File: src/rtl/core/tcl_pkg.sv
// ============================================================================
// Thermistor channel linearizer package
// Shared constants, status codes, register indexes and the code ROM of the
// thermistor linearizer.
// ============================================================================
package tcl_pkg;

    // Number of table entries used by the search, and the stored ROM size.
    localparam int TABLE_ENTRIES = 154;
    localparam int ROM_SIZE      = 154;
    localparam int IDX_W         = (TABLE_ENTRIES > 2) ? $clog2(TABLE_ENTRIES) : 1;
    localparam int ROM_ADDR_W    = 8;

    localparam int CODE_W   = 10;
    localparam int ROM_W    = 9;
    localparam int COUNT_W  = 4;
    localparam int STATUS_W = 2;
    localparam int FAHR_W   = 8;
    localparam int CELS_W   = 7;
    localparam int NUM_W    = 12;
    localparam int PROD_W   = 24;

    localparam logic [FAHR_W:0]   F_OFFSET    = 9'd5;
    localparam logic [FAHR_W-1:0] F_FREEZE    = 8'd32;
    localparam logic [FAHR_W-1:0] F_RESET     = 8'd36;
    localparam logic [FAHR_W-1:0] F_MAX       = 8'd255;
    localparam logic [7:0]        C_OFFSET    = 8'd15;
    localparam logic [8:0]        C_MAX       = 9'd127;
    localparam logic [NUM_W-1:0]  ROUND_BIAS  = 12'd9;
    // Division by 18 as a multiply by 3641 / 2^16, exact for numerators below 4096.
    localparam logic [NUM_W-1:0]  RECIP_18    = 12'd3641;
    localparam int                RECIP_SHIFT = 16;

    // Sensor status codes.
    localparam logic [STATUS_W-1:0] STATUS_NORMAL = 2'd0;
    localparam logic [STATUS_W-1:0] STATUS_OPEN   = 2'd1;
    localparam logic [STATUS_W-1:0] STATUS_SHORT  = 2'd2;
    localparam logic [STATUS_W-1:0] STATUS_BAD    = 2'd3;

    // Configuration register indexes and reset values.
    localparam int                 PADDR_W           = 4;
    localparam logic [1:0]         REG_OPEN_LIMIT    = 2'd0;
    localparam logic [1:0]         REG_SHORT_LIMIT   = 2'd1;
    localparam logic [1:0]         REG_CONFIRM_COUNT = 2'd2;
    localparam logic [CODE_W-1:0]  OPEN_LIMIT_RST    = 10'd30;
    localparam logic [CODE_W-1:0]  SHORT_LIMIT_RST   = 10'd500;
    localparam logic [COUNT_W-1:0] CONFIRM_RST       = 4'd2;

    localparam logic [ROM_W-1:0] CODE_ROM [0:ROM_SIZE-1] = '{
        9'd75,  9'd77,  9'd79,  9'd81,  9'd83,  9'd85,  9'd86,  9'd88,  9'd90,  9'd93,
        9'd95,  9'd97,  9'd99,  9'd101, 9'd103, 9'd105, 9'd108, 9'd110, 9'd112, 9'd114,
        9'd117, 9'd119, 9'd121, 9'd124, 9'd126, 9'd128, 9'd131, 9'd133, 9'd136, 9'd138,
        9'd141, 9'd143, 9'd146, 9'd149, 9'd151, 9'd154, 9'd156, 9'd159, 9'd162, 9'd164,
        9'd167, 9'd170, 9'd173, 9'd175, 9'd178, 9'd181, 9'd184, 9'd186, 9'd189, 9'd192,
        9'd195, 9'd197, 9'd200, 9'd203, 9'd206, 9'd209, 9'd211, 9'd214, 9'd217, 9'd220,
        9'd223, 9'd225, 9'd228, 9'd231, 9'd234, 9'd237, 9'd239, 9'd242, 9'd245, 9'd248,
        9'd251, 9'd253, 9'd256, 9'd259, 9'd261, 9'd264, 9'd267, 9'd270, 9'd272, 9'd275,
        9'd278, 9'd280, 9'd283, 9'd285, 9'd288, 9'd291, 9'd293, 9'd296, 9'd298, 9'd301,
        9'd303, 9'd306, 9'd308, 9'd311, 9'd313, 9'd316, 9'd318, 9'd320, 9'd323, 9'd325,
        9'd327, 9'd330, 9'd332, 9'd334, 9'd336, 9'd339, 9'd341, 9'd343, 9'd345, 9'd347,
        9'd349, 9'd351, 9'd353, 9'd356, 9'd358, 9'd360, 9'd362, 9'd364, 9'd365, 9'd367,
        9'd369, 9'd371, 9'd373, 9'd375, 9'd377, 9'd379, 9'd380, 9'd382, 9'd384, 9'd385,
        9'd387, 9'd389, 9'd390, 9'd392, 9'd394, 9'd395, 9'd397, 9'd398, 9'd400, 9'd401,
        9'd403, 9'd404, 9'd406, 9'd407, 9'd409, 9'd410, 9'd412, 9'd413, 9'd415, 9'd416,
        9'd417, 9'd418, 9'd419, 9'd421
    };

    // Positions past the stored entries read as the last entry.
    function automatic logic [ROM_W-1:0] rom_read(input logic [ROM_ADDR_W-1:0] addr);
        logic [ROM_W-1:0] val;
        if (int'(addr) >= ROM_SIZE) begin
            val = CODE_ROM[ROM_SIZE-1];
        end else begin
            val = CODE_ROM[addr];
        end
        return val;
    endfunction

endpackage

File: src/rtl/core/thermistor_channel_linearizer.sv
// ============================================================================
// Thermistor channel linearizer
// Open/short detection and table linearisation of one thermistor channel.
// ============================================================================
// Usage:
// Samples arrive on the input channel (in_valid / in_ready, adc_code and
// startup_hold); one result leaves on the output channel (out_valid /
// out_ready, sensor_status, temp_fahrenheit, temp_celsius_offset) for every
// input transfer. The user must write the limits and the confirm count over
// the APB port only while the block is idle; the block does not enforce it.
// pready is always high and reads return the value. A fault sample goes
// straight to the output step, which registers its result once the output
// register is free, and the block then returns to idle for the next sample.
// A normal sample runs a binary search over the code ROM through one shared
// subtract/compare unit: two end probes, up to IDX_W search probes and one
// closing step, up to two neighbour probes, then a Fahrenheit step, a
// Celsius step with one multiply and the output step. A code at or beyond a
// table end skips the search and the neighbour probes. in_ready is low until
// the block returns to idle.
// The result waits in an output register; the next sample is taken while it
// waits, and only its own result stalls until the receiver takes the first.
// Reset clears the fault counter, sets the status to normal, Fahrenheit to
// 36, Celsius to 0 and the registers to their default values.
// ============================================================================
module thermistor_channel_linearizer
    import tcl_pkg::*;
(
    input  logic                  clk,
    input  logic                  rst_n,

    input  logic                  in_valid,
    output logic                  in_ready,
    input  logic [CODE_W-1:0]     adc_code,
    input  logic                  startup_hold,

    output logic                  out_valid,
    input  logic                  out_ready,
    output logic [STATUS_W-1:0]   sensor_status,
    output logic [FAHR_W-1:0]     temp_fahrenheit,
    output logic [CELS_W-1:0]     temp_celsius_offset,

    input  logic                  psel,
    input  logic                  penable,
    input  logic                  pwrite,
    input  logic [PADDR_W-1:0]    paddr,
    input  logic [31:0]           pwdata,
    output logic [31:0]           prdata,
    output logic                  pready
);

    typedef enum logic [8:0] {
        ST_IDLE     = 9'b000000001,
        ST_LOW_END  = 9'b000000010,
        ST_HIGH_END = 9'b000000100,
        ST_SEARCH   = 9'b000001000,
        ST_PICK_HI  = 9'b000010000,
        ST_PICK_LO  = 9'b000100000,
        ST_CONV     = 9'b001000000,
        ST_CELS     = 9'b010000000,
        ST_DONE     = 9'b100000000
    } state_t;

    localparam logic [IDX_W-1:0] LAST_IDX = IDX_W'(TABLE_ENTRIES - 1);
    localparam logic [IDX_W-1:0] ONE_IDX  = IDX_W'(1);

    state_t               state_reg, state_next;
    logic [CODE_W-1:0]    open_limit_reg, open_limit_next;
    logic [CODE_W-1:0]    short_limit_reg, short_limit_next;
    logic [COUNT_W-1:0]   confirm_reg, confirm_next;
    logic [COUNT_W-1:0]   fault_count_reg, fault_count_next;
    logic [STATUS_W-1:0]  status_reg, status_next;
    logic [FAHR_W-1:0]    fahrenheit_reg, fahrenheit_next;
    logic [CELS_W-1:0]    celsius_reg, celsius_next;
    logic                 out_valid_reg, out_valid_next;

    logic [CODE_W-1:0]    code_reg, code_next;
    logic [IDX_W-1:0]     lo_reg, lo_next;
    logic [IDX_W-1:0]     hi_reg, hi_next;
    logic [CODE_W-1:0]    x_reg, x_next;
    logic [FAHR_W-1:0]    fcalc_reg, fcalc_next;
    logic [NUM_W-1:0]     num_reg, num_next;
    logic                 below_reg, below_next;
    logic [STATUS_W-1:0]  out_status_reg, out_status_next;
    logic [FAHR_W-1:0]    out_fahr_reg, out_fahr_next;
    logic [CELS_W-1:0]    out_cels_reg, out_cels_next;

    logic                 cfg_write;
    logic [1:0]           cfg_index;
    logic                 in_fire;
    logic [STATUS_W-1:0]  kind;
    logic [COUNT_W-1:0]   count_inc;
    logic [IDX_W:0]       mid_sum;
    logic [IDX_W-1:0]     mid;
    logic [IDX_W-1:0]     probe_idx;
    logic [ROM_W-1:0]     rom_val;
    logic [CODE_W:0]      diff;
    logic [CODE_W-1:0]    neg_diff;
    logic                 rom_ge;
    logic                 rom_eq;
    logic [FAHR_W:0]      f_sum;
    logic [FAHR_W-1:0]    f_sat;
    logic                 f_below;
    logic [FAHR_W-1:0]    f_dist;
    logic [PROD_W-1:0]    prod;
    logic [7:0]           quot;
    logic [8:0]           cels_wide;

    assign pready    = 1'b1;
    assign cfg_index = paddr[3:2];
    assign cfg_write = psel && penable && pwrite;
    assign in_ready  = (state_reg == ST_IDLE);
    assign in_fire   = in_valid && in_ready;

    always_comb
    begin
        case (cfg_index)
            REG_OPEN_LIMIT:    prdata = 32'(open_limit_reg);
            REG_SHORT_LIMIT:   prdata = 32'(short_limit_reg);
            REG_CONFIRM_COUNT: prdata = 32'(confirm_reg);
            default:           prdata = 32'd0;
        endcase
    end

    // Shared subtract/compare unit against one ROM entry.
    assign mid_sum  = {1'b0, lo_reg} + {1'b0, hi_reg};
    assign mid      = mid_sum[IDX_W:1];

    always_comb
    begin
        case (state_reg)
            ST_LOW_END:  probe_idx = '0;
            ST_HIGH_END: probe_idx = LAST_IDX;
            ST_SEARCH:   probe_idx = mid;
            ST_PICK_HI:  probe_idx = lo_reg;
            ST_PICK_LO:  probe_idx = lo_reg - ONE_IDX;
            default:     probe_idx = '0;
        endcase
    end

    assign rom_val  = rom_read(ROM_ADDR_W'(probe_idx));
    assign diff     = {2'b00, rom_val} - {1'b0, code_reg};
    assign neg_diff = code_reg - {1'b0, rom_val};
    assign rom_ge   = !diff[CODE_W];
    assign rom_eq   = (diff == '0);

    // Fault classification of the incoming sample; open wins over short.
    always_comb
    begin
        if (!startup_hold && (adc_code < open_limit_reg)) begin
            kind = STATUS_OPEN;
        end else if (!startup_hold && (adc_code > short_limit_reg)) begin
            kind = STATUS_SHORT;
        end else begin
            kind = STATUS_NORMAL;
        end
    end

    assign count_inc = fault_count_reg + 4'd1;

    // Fahrenheit from the found index, and the numerator for the Celsius step.
    assign f_sum   = 9'(lo_reg) + F_OFFSET;
    assign f_sat   = (f_sum > {1'b0, F_MAX}) ? F_MAX : f_sum[FAHR_W-1:0];
    assign f_below = (f_sat <= F_FREEZE);
    assign f_dist  = f_below ? (F_FREEZE - f_sat) : (f_sat - F_FREEZE);

    assign prod = PROD_W'(num_reg) * PROD_W'(RECIP_18);
    assign quot = prod[RECIP_SHIFT +: 8];

    always_comb
    begin
        if (below_reg) begin
            cels_wide = (quot >= C_OFFSET) ? 9'd0 : 9'(C_OFFSET - quot);
        end else begin
            cels_wide = 9'(quot) + 9'(C_OFFSET);
        end
    end

    always_comb
    begin
        state_next       = state_reg;
        open_limit_next  = open_limit_reg;
        short_limit_next = short_limit_reg;
        confirm_next     = confirm_reg;
        fault_count_next = fault_count_reg;
        status_next      = status_reg;
        fahrenheit_next  = fahrenheit_reg;
        celsius_next     = celsius_reg;
        out_valid_next   = out_valid_reg;
        code_next        = code_reg;
        lo_next          = lo_reg;
        hi_next          = hi_reg;
        x_next           = x_reg;
        fcalc_next       = fcalc_reg;
        num_next         = num_reg;
        below_next       = below_reg;
        out_status_next  = out_status_reg;
        out_fahr_next    = out_fahr_reg;
        out_cels_next    = out_cels_reg;

        if (cfg_write) begin
            case (cfg_index)
                REG_OPEN_LIMIT:    open_limit_next  = pwdata[CODE_W-1:0];
                REG_SHORT_LIMIT:   short_limit_next = pwdata[CODE_W-1:0];
                REG_CONFIRM_COUNT: confirm_next     = pwdata[COUNT_W-1:0];
                default:           ;
            endcase
        end

        if (out_valid_reg && out_ready) begin
            out_valid_next = 1'b0;
        end

        case (state_reg)
            ST_IDLE:
            begin
                if (in_fire) begin
                    code_next = adc_code;
                    if (kind != STATUS_NORMAL) begin
                        if (count_inc >= confirm_reg) begin
                            fault_count_next = '0;
                            status_next      = kind;
                            fahrenheit_next  = '0;
                        end else begin
                            fault_count_next = count_inc;
                        end
                        state_next = ST_DONE;
                    end else begin
                        state_next = ST_LOW_END;
                    end
                end
            end
            ST_LOW_END:
            begin
                if (rom_ge) begin
                    lo_next    = '0;
                    state_next = ST_CONV;
                end else begin
                    state_next = ST_HIGH_END;
                end
            end
            ST_HIGH_END:
            begin
                if (diff[CODE_W] || rom_eq) begin
                    lo_next    = LAST_IDX;
                    state_next = ST_CONV;
                end else begin
                    lo_next    = ONE_IDX;
                    hi_next    = LAST_IDX;
                    state_next = ST_SEARCH;
                end
            end
            ST_SEARCH:
            begin
                // Finds the smallest index whose entry is not below the code.
                if (lo_reg == hi_reg) begin
                    state_next = ST_PICK_HI;
                end else if (rom_ge) begin
                    hi_next = mid;
                end else begin
                    lo_next = mid + ONE_IDX;
                end
            end
            ST_PICK_HI:
            begin
                if (rom_eq) begin
                    state_next = ST_CONV;
                end else begin
                    x_next     = diff[CODE_W-1:0];
                    state_next = ST_PICK_LO;
                end
            end
            ST_PICK_LO:
            begin
                // A tie between the neighbours goes to the higher index.
                if (x_reg > neg_diff) begin
                    lo_next = lo_reg - ONE_IDX;
                end
                state_next = ST_CONV;
            end
            ST_CONV:
            begin
                fcalc_next = f_sat;
                below_next = f_below;
                num_next   = {1'b0, f_dist, 3'b000} + {3'b000, f_dist, 1'b0} + ROUND_BIAS;
                state_next = ST_CELS;
            end
            ST_CELS:
            begin
                fault_count_next = '0;
                status_next      = STATUS_NORMAL;
                fahrenheit_next  = fcalc_reg;
                celsius_next     = (cels_wide > C_MAX) ? C_MAX[CELS_W-1:0]
                                                       : cels_wide[CELS_W-1:0];
                state_next       = ST_DONE;
            end
            ST_DONE:
            begin
                if (!out_valid_reg || out_ready) begin
                    out_valid_next  = 1'b1;
                    out_status_next = status_reg;
                    out_fahr_next   = fahrenheit_reg;
                    out_cels_next   = celsius_reg;
                    state_next      = ST_IDLE;
                end
            end
            default:
            begin
                state_next = ST_IDLE;
            end
        endcase
    end

    always_ff @(posedge clk or negedge rst_n)
    begin
        if (!rst_n) begin
            state_reg       <= ST_IDLE;
            open_limit_reg  <= OPEN_LIMIT_RST;
            short_limit_reg <= SHORT_LIMIT_RST;
            confirm_reg     <= CONFIRM_RST;
            fault_count_reg <= '0;
            status_reg      <= STATUS_NORMAL;
            fahrenheit_reg  <= F_RESET;
            celsius_reg     <= '0;
            out_valid_reg   <= 1'b0;
        end else begin
            state_reg       <= state_next;
            open_limit_reg  <= open_limit_next;
            short_limit_reg <= short_limit_next;
            confirm_reg     <= confirm_next;
            fault_count_reg <= fault_count_next;
            status_reg      <= status_next;
            fahrenheit_reg  <= fahrenheit_next;
            celsius_reg     <= celsius_next;
            out_valid_reg   <= out_valid_next;
        end
    end

    always_ff @(posedge clk)
    begin
        code_reg       <= code_next;
        lo_reg         <= lo_next;
        hi_reg         <= hi_next;
        x_reg          <= x_next;
        fcalc_reg      <= fcalc_next;
        num_reg        <= num_next;
        below_reg      <= below_next;
        out_status_reg <= out_status_next;
        out_fahr_reg   <= out_fahr_next;
        out_cels_reg   <= out_cels_next;
    end

    assign out_valid           = out_valid_reg;
    assign sensor_status       = out_status_reg;
    assign temp_fahrenheit     = out_fahr_reg;
    assign temp_celsius_offset = out_cels_reg;

endmodule

File: config.mk
export PLATFORM = sky130hd
export DESIGN_NAME = thermistor_channel_linearizer
export DESIGN_NICKNAME = d
export VERILOG_FILES = /design/src/rtl/core/tcl_pkg.sv /design/src/rtl/core/thermistor_channel_linearizer.sv
export SDC_FILE = /design/constraint.sdc
export NUM_CORES = 1
export LEC_CHECK = 0
export BUFFER_PORTS_ARGS = -buffer_cell sky130_fd_sc_hd__buf_2
export CORE_ASPECT_RATIO = 1.5
export CORE_MARGIN = 3
export CORE_UTILIZATION = 62
export DETAILED_ROUTE_END_ITERATION = 12
export GPL_TIMING_DRIVEN = 0
export PLACE_DENSITY_LB_ADDON = 0.15
export SLEW_MARGIN = 20
export SYNTH_ARGS = -nofsm -noshare
export SYNTH_HDL_FRONTEND = slang
export SYNTH_SLANG_ARGS = --single-unit
File: constraint.sdc
create_clock -name clk -period 8.99 [get_ports clk]
set_clock_uncertainty 0.15 [all_clocks]
set_input_delay 0.4495 -clock clk [delete_from_list [all_inputs] [get_ports clk]]
set_output_delay 0.4495 -clock clk [all_outputs]
set_load 0.05 [all_outputs]
==> results.md <==
- The run finished with clean final reports.
- Counting along the longest clock path gives a buffer depth of 2.
- In the routed layout, each cell is associated on average with a via count of 6.26.
- The later pin in the worst-skew pair is clocked with a latency of 430 ps.
- Compared with the post-synthesis result, the final layout area differs by 10.4%.
- The detailed router placed 10,800 vias in this run.
- In this run the power density over the cells is 211 nW/um2.
- The clock tree synthesis step divided the H-tree into 4 levels.
- The ratio of final minimum period to clock period is 92.8%.
- Leaving out fill and tap cells, the most frequent cell in the layout is inv_1.
- After synthesis, the cell types taking the most area are edfxtp_1 (17%), ha_1 (16%), dfrtp_1 (8.3%), fa_1 (5.3%), inv_1 (5.0%).
- The clock net sink count is 127.
- The number of hold violations in the final report is 0.
- The final critical-path setup slack is 646 ps.
- The first global-routing pass estimated 53,800 um of wire.
- After technology mapping, the gate count stands at 1,355.
- The path type of the worst min-delay path is input port to flip-flop.
- The worst hold path passes through 3 cells.
- At the end of the flow, the number of nets in the layout was 1,701.
- The detailed-placement wirelength estimate is 26,500 um.
- The die is 179 um tall.
- For this run, the leading register cell type out of synthesis is edfxtp_1.
- Entering global routing, the biggest net connects 56 pins.
- The root buffer cell is clkbuf_16.
- IR analysis of the VDD net gives a maximum drop of 0.000183 V.
- The average size of a mapped cell is 9.14 um2.
- The horizontal die dimension is 121 um.
- The number of unique standard cell types used by synthesis is 93.
- The number of setup buffers added after CTS is 0.
- Setup repair after global routing left no endpoint under its margin.
- The detail route stage leaves a number of antenna-violating nets equal to 0.
- STA classifies the critical path endpoint as a flip-flop.
- Across every metal layer, demand over resource in global routing totals 31.5%.
- The synthesized cell area is 12,400 um2.
- The final count of pins violating max slew is 0.
- Summed over all failing endpoints, the final setup total negative slack is 0 ps.
- The sequential cell area fraction in the yosys report is 28.7%.
- The finished layout holds 1,722 standard cells, fillers aside.
- Fill cells in the final layout number 1,582.
- Clock-pin slew was measured on the worst setup and hold paths at 60 ps.
- The pre-antenna-repair detailed-routing pass consisted of 5 iterations.
- In this run the worst path has a maximum fanout of 12.
- The worst setup path is of the flip-flop to flip-flop kind.
- The number of placement rows is 62.
- After routing the design area is 13,700 um2.
- The floorplan step defined a die boundary enclosing 21,700 um2.
- Buffers placed on the I/O ports in this run total 57.
- The worst path needs 8340 ps of the cycle, external delays included.
- The synthesized design spends more area on one cell type than any other, namely edfxtp_1.
- The startpoint class of the critical path is a flip-flop.
- The total CTS buffers is 17.
- Once placement finished, the instance area stood at 13,100 um2.
- The register bit count reported by yosys is 127.
- The core area is 19,400 um2.
- For this block, the initial DRC count from the detailed router was 751.
- At the end of routability-driven placement, the weighted congestion stood at 1.00.
- The top cell type's share of synthesized area is 17.5%.
- The transition time of the tightest slew-check pin is 895 ps.
- The number of cells on the worst reg-to-reg path is 32.
- In this design, the stage delay of the slowest critical-path cell is 630 ps.
- Counting flops with an async set or reset pin after synthesis yields a share of 43.3%.
- For the worst setup path, the data required time is 8890 ps.
- TritonCTS built the clock tree.
- The initial core utilization is 63.8%.
- The number of global-route vias before repair is 10,700.
- The antenna cell count is 0.
- The share of post-route cells with drive strength above 1 is 13.2%.
- The analysis attributes to cell leakage a power of 6.37 nW.
- The worst pin sits at a relative slew slack of 40.3%.
- The number of placed cells counting well taps is 1,689.
- The number of antenna violations at the first check in global routing is 0.
- The number of enable flip-flop cells after synthesis is 72.
- The I/O pin count is 106.
- Buffers inserted to repair hold after CTS numbered 1.
- The post-detailed-route wirelength per cell is 19.6 um.
- The critical path's slowest cell is nor3_2.
- The global route total overflow is 0.
- Across the run, the number of max-cap violations was 0.
- In the layout the commonest cells are inv_1 (164), ha_1 (161), nand2_1 (86).
- The area used by sequential logic in the layout is 3560 um2.
- Timing analysis after detailed placement gives a worst setup slack of 852 ps.
- The worst endpoint data arrival time is 8250 ps.
- The highest clock rate is 120 MHz.
- For this run, the share of the core covered by cells in the final layout is 70.5%.
- The area occupied by multi-input gates is 7870 um2.
- Setup violations remaining at the end of the flow were counted as 0.
- For this run, the number of Yosys warnings is 0.
- The number of gates resized after CTS is 0.
- The final wirelength is 33,800 um.
- The DRC violations left is 0.
-- stage by stage --
stage          hold WS (ps)  power, mW
2_1_floorplan          3.91       1.86
3_3_place_gp            290       2.14
3_5_place_dp            285       2.18
4_1_cts                81.9       2.89
5_1_grt                91.2       3.09
6_report               91.2       2.89
-- logic make-up after synthesis --
family / share of synthesized area, %
AOI/OAI and AO/OA: 19.6
xor gates and xnor gates: 4.94
adders and majority gates: 21.7
buffers and inverters: 8.46
DFF: 28.7
muxes: 2.67
other: 0.0607
and+or+nand+nor: 13.8
-- synth_stat cells, types with 9 or more instances --
master / count
clkbuf_1: 27
nor2_1: 73
and3_1: 16
a31oi_1: 17
nor3_1: 24
buf_4: 24
o21ai_0: 54
fa_1: 33
a211oi_1: 16
inv_1: 164
nor2b_1: 11
nand2_1: 86
nand3_1: 39
a21oi_1: 71
o21a_1: 18
mux2_2: 14
ha_1: 161
nand2b_1: 9
mux2i_1: 15
o211ai_1: 13
o31ai_1: 20
dfrtp_1: 41
buf_2: 23
a22oi_1: 15
edfxtp_1: 72
dfstp_2: 14
o21bai_1: 9
a21o_1: 32
xnor2_1: 47
nand4_1: 13
xor2_1: 21
-- critical path, delay by kind of cell (launching register included) --
kind / cells / cell delay (ps)
AO/OA/AOI/OAI: 16 / 3060
XOR/XNOR: 1 / 90
adder cells (fa/ha/maj): 5 / 1670
buffers and inverters: 5 / 1300
flip-flops: 1 / 430
AND/OR/NAND/NOR: 5 / 1230
-- power breakdown --
group / internal (mW) / switching, mW / leakage, nW
sequential: 0.766 / 0.0797 / 1.32
clock: 0.411 / 0.278 / 0.286
combinational: 0.531 / 0.823 / 4.76
total: 1.71 / 1.18 / 6.37
-- layer usage --
metal	global-route usage, %	vias to the layer above	part of all wire, %
met5	0	-	0
met4	20.0	0	6.6
met3	4.89	154	4.5
met2	57.3	423	53
met1	33.5	5150	36
li1	-	5045	-
-- layout make-up --
type	count	share of cell area (%)
clock buffers	17	3.11
plain buffers	79	3.09
repair buffers	58	2.18
inverters	166	4.57
flip-flops and latches	127	26.0
multi-input cells	1004	57.5
well taps	256	2.34
clock inverters	15	1.16
-- final timing paths --
| check | startpoint | endpoint | slack [ps] |
|---|---|---|---|
| max | lo_reg[0] | lo_reg[2] | 650 |
| min | pwdata[6] | open_limit_reg[6] | 90 |
| max reg2reg | lo_reg[0] | lo_reg[2] | 650 |
| min reg2reg | celsius_reg[1] | temp_celsius_offset[1] | 310 |
| max in group asynchronous | rst_n | state_reg[6] | 7760 |
| min in group asynchronous | rst_n | celsius_reg[4] | 470 |
(Power assumes the default switching activity.)
